===== src/rtl/sbbt_pkg.sv =====
`timescale 1ns / 1ps
`default_nettype none
// ----------------------------------------------------------------------------
// sbbt_pkg
// shared types, codes and sizes for the submission byte budget tracker
// ----------------------------------------------------------------------------
package sbbt_pkg;

  localparam int unsigned Slots = 8;
  localparam int unsigned PagesPerSlot = 16;
  localparam int unsigned SlotW = (Slots > 1) ? $clog2(Slots) : 1;
  localparam int unsigned PageW = (PagesPerSlot > 1) ? $clog2(PagesPerSlot) : 1;
  localparam int unsigned PcW = $clog2(PagesPerSlot + 1);
  localparam int unsigned CntW = $clog2(Slots + 1);
  localparam int unsigned MemW = SlotW + PageW;

  localparam logic [63:0] RstMaxInflight = 64'd268435456;
  localparam logic [63:0] RstMaxPerSub   = 64'd67108864;
  localparam logic [7:0]  RstMaxSubs     = 8'd8;

  localparam logic [1:0] CfgMaxInflight = 2'd0;
  localparam logic [1:0] CfgMaxPerSub   = 2'd1;
  localparam logic [1:0] CfgMaxSubs     = 2'd2;

  localparam logic [31:0] BufMax = 32'hFFFF_FFFF;

  typedef enum logic [1:0] {
    SLOT_EMPTY     = 2'd0,
    SLOT_ENCODING  = 2'd1,
    SLOT_SUBMITTED = 2'd2
  } slot_state_e;

  typedef enum logic [3:0] {
    REQ_BEGIN    = 4'd0,
    REQ_RESERVE  = 4'd1,
    REQ_CANCEL   = 4'd2,
    REQ_RECORD   = 4'd3,
    REQ_SUBMIT   = 4'd4,
    REQ_COMPLETE = 4'd5,
    REQ_ABANDON  = 4'd6,
    REQ_QUERY    = 4'd7,
    REQ_CLEAR    = 4'd8
  } req_e;

  typedef enum logic [3:0] {
    ST_OK           = 4'd0,
    ST_INVALID_CFG  = 4'd1,
    ST_INVALID_ID   = 4'd2,
    ST_ALREADY      = 4'd3,
    ST_NOT_FOUND    = 4'd4,
    ST_WRONG_STATE  = 4'd5,
    ST_SUB_LIMIT    = 4'd6,
    ST_INFLIGHT_CAP = 4'd7,
    ST_SUB_CAP      = 4'd8,
    ST_OVERFLOW     = 4'd9,
    ST_PAGE_LIMIT   = 4'd10,
    ST_LOG_EXCEEDS  = 4'd11,
    ST_CANCEL_MIS   = 4'd12
  } status_e;

  typedef enum logic [2:0] {
    C_IDLE,
    C_LOOKUP,
    C_EXEC,
    C_RESP
  } ctrl_state_e;

  // controller to datapath
  typedef struct packed {
    logic capture;  // latch request
    logic lookup;   // register id match and page read
    logic exec;     // evaluate and commit
    logic clear;    // clear all
  } dp_cmd_t;

  // datapath to controller
  typedef struct packed {
    logic dummy_ok;
  } dp_stat_t;

endpackage
`default_nettype wire


===== src/rtl/sbbt_ctrl.sv =====
`timescale 1ns / 1ps
`default_nettype none
// ----------------------------------------------------------------------------
// sbbt_ctrl
// sequencer: capture, lookup, execute, respond
// ----------------------------------------------------------------------------
module sbbt_ctrl (
  input  wire logic             clk_i,
  input  wire logic             rst_ni,
  input  wire logic             req_valid_i,
  output logic                  req_ready_o,
  output logic                  rsp_valid_o,
  input  wire logic             rsp_ready_i,
  output sbbt_pkg::dp_cmd_t     cmd_o
);
  import sbbt_pkg::*;

  ctrl_state_e state_q, state_d;

  // state register
  always_ff @(posedge clk_i or negedge rst_ni) begin
    if (!rst_ni) begin
      state_q <= C_IDLE;
    end else begin
      state_q <= state_d;
    end
  end

  // next state and commands
  always_comb begin
    state_d = state_q;
    cmd_o = '0;
    req_ready_o = 1'b0;
    rsp_valid_o = 1'b0;
    unique case (state_q)
      C_IDLE: begin
        req_ready_o = 1'b1;
        if (req_valid_i) begin
          cmd_o.capture = 1'b1;
          state_d = C_LOOKUP;
        end
      end
      C_LOOKUP: begin
        cmd_o.lookup = 1'b1;
        state_d = C_EXEC;
      end
      C_EXEC: begin
        cmd_o.exec = 1'b1;
        state_d = C_RESP;
      end
      C_RESP: begin
        rsp_valid_o = 1'b1;
        if (rsp_ready_i) begin
          state_d = C_IDLE;
        end
      end
      default: state_d = C_IDLE;
    endcase
  end

endmodule
`default_nettype wire


===== config.mk =====
export PLATFORM = sky130hd
export DESIGN_NAME = sbbt_ctrl
export DESIGN_NICKNAME = d
export VERILOG_FILES = /design/src/rtl/sbbt_pkg.sv /design/src/rtl/sbbt_ctrl.sv
export SDC_FILE = /design/constraint.sdc
export NUM_CORES = 1
export LEC_CHECK = 0
export BUFFER_PORTS_ARGS = -buffer_cell sky130_fd_sc_hd__buf_2
export CAP_MARGIN = 15
export CORE_AREA = 2 2 39 41
export DETAILED_ROUTE_END_ITERATION = 8
export DIE_AREA = 0 0 41 43
export MAX_ROUTING_LAYER = met4
export PLACE_DENSITY_LB_ADDON = 0.15
export SKIP_CTS_REPAIR_TIMING = 1
export SLEW_MARGIN = 20
export SYNTH_ARGS = -nofsm -noshare
export SYNTH_HDL_FRONTEND = slang
export SYNTH_SLANG_ARGS = --single-unit
export TNS_END_PERCENT = 30

===== constraint.sdc =====
create_clock -name clk_i -period 2.3 [get_ports clk_i]
set_clock_uncertainty 0.2 [all_clocks]
set_input_delay 0.575 -clock clk_i [delete_from_list [all_inputs] [get_ports clk_i]]
set_output_delay 0.575 -clock clk_i [all_outputs]
set_load 0.05 [all_outputs]

==> out/metrics.cfg <==
[status]
outcome=completed

[floorplan]
start_util_pct=14.6
die_h_microns=43
floorplan.die_area_sq_um=1760
num_rows=14
die_width_microns=41
core_sq_um=1380
io_pins=10

[clock_network]
cts_buffers=3
cts_sinks=2
cts-root-buf=clkbuf_4
htreeDepth=1
cts_tree=yes
insertion_delay_ps=220
cts.clk_slew.worst_paths_ps=30
cts_buffer_depth=2

[route]
vias=163
first_pass_iters=1
via_per_inst=3.54
drc=0
wirelength_microns=393
ant_nets=0
post_drt_wl_per_cell_microns=8.54
first_iter_violations=0

[sta]
hold_viol_final=0
rsz0062_at_grt=false
drv_slew=0
setup_viol=0
fin_crit_ps=2080
fmax_ghz=0.480
period_share_pct=90.6
finalSetupTns_ps=0

[synthesis]
synth.net_count=29
post-synth-top-area-fraction_pct=37.0
ys.flop_type=dfrtp_1
ys_ff_latch=2
synth_top_area_cell=ha_1
netlist-cell-type-count=10
synth_most_common_cell=ha_1
yosys_warnings=0
synthTopCellsByCount=ha_1, inv_1, dfrtp_1
avgSynthCellArea_sq_um=10.7
synth_area_leaders=ha_1, dfrtp_1, inv_1
synth_cells=19
synth_edf_count=0
synth_area_sq_um=203
async_flop_share_pct=100
ys_seq_area_share_pct=24.7

[global_routing]
grt_overflow=0
grt_first_pass_wirelength_microns=593
grt_usage_pct=5.97
grt_pass1_vias=152
grt_max_degree=6
antenna_found_initial=0

[finish]
fin_nets=42
area_growth_pct=42.0
largest_register_ffs=2
antenna_cells=0
largest-register=state_q
final_util_pct=20.8
design_area_sq_um=288
reg_top3=state_q: 2 flops
drive_above_1_share_pct=43.3

[critical_path]
crit_fanout=4
cp-start-kind=register
critPathKind=register to primary output
crit_arrival_ps=1310
critPathRequiredTime_ps=1520
end_kind=primary output

[placed_design]
numPortBuffers=8
place_area_sq_um=255
gp_congestion=0.639

[run]
maxCapViolations=0

[min_path]
hp-class=register to register

-- layout make-up --
class	count	area, sq um
clock buffer	3	22.5
fill	159	1100
inverter	4	15.0
multi-input combinational	12	130
sequential	2	50.0
tap	16	20.0
timing repair buffer	9	50.0
-- per-stage QoR --
stage / cells / setup WS, ps / hold WS (ps)
after global placement: 42 / 460 / 161
after detailed placement: 42 / 435 / 162
after global routing: 46 / 91.8 / 458
after CTS: 45 / 191 / -79.9
after floorplan: 19 / 405 / 79.4
final: 46 / 217 / 405
-- layout by cell type, fill, tap and decap left out --
master / netlist / final
inv_1: 4 / 4
and2_1: 1 / 1
clkbuf_4: 0 / 3
mux2_4: 1 / 1
o21bai_1: 1 / 1
mux2i_1: 1 / 1
o22ai_2: 1 / 1
buf_2: 0 / 8
conb_1: 1 / 1
dfrtp_1: 2 / 2
ha_1: 6 / 6
dlygate4sd3_1: 0 / 1
-- metal layers --
metal  global-route usage, %  wire (microns)
met1                    5.14             140
met5                       -               0
met4                    6.00               0
met2                    7.50             212
met3                    4.71              39
-- final timing paths --
path / slack, ps / end / cells past startpoint / startpoint
hold reg to reg: 410 / state_q[1] / 1 / state_q[1]
setup reg to reg: 720 / state_q[1] / 5 / state_q[0]
min in group asynchronous: 460 / state_q[1] / 2 / rst_ni
hold / removal: 410 / state_q[1] / 1 / state_q[1]
max in group asynchronous: 1340 / state_q[0] / 2 / rst_ni
setup / recovery: 220 / cmd_o[3] / 4 / state_q[0]
-- logic make-up after synthesis --
kind of cell / share of synthesized area, %
and+or+nand+nor: 3.09
adders and majority gates: 37.0
other: 1.85
muxes: 12.3
buffers and inverters: 11.1
DFF: 24.7
AOI/OAI and AO/OA: 9.88
-- worst max-delay path, stage by stage, from the launching register on --
cell and delay (ps):
dfrtp_1 400, inv_1 130, ha_1 180, and2_1 120, buf_2 250
Power is left out: the tool's default activity adds up to more than one toggle a clock period on the data nets, which glitch-free logic cannot reach.
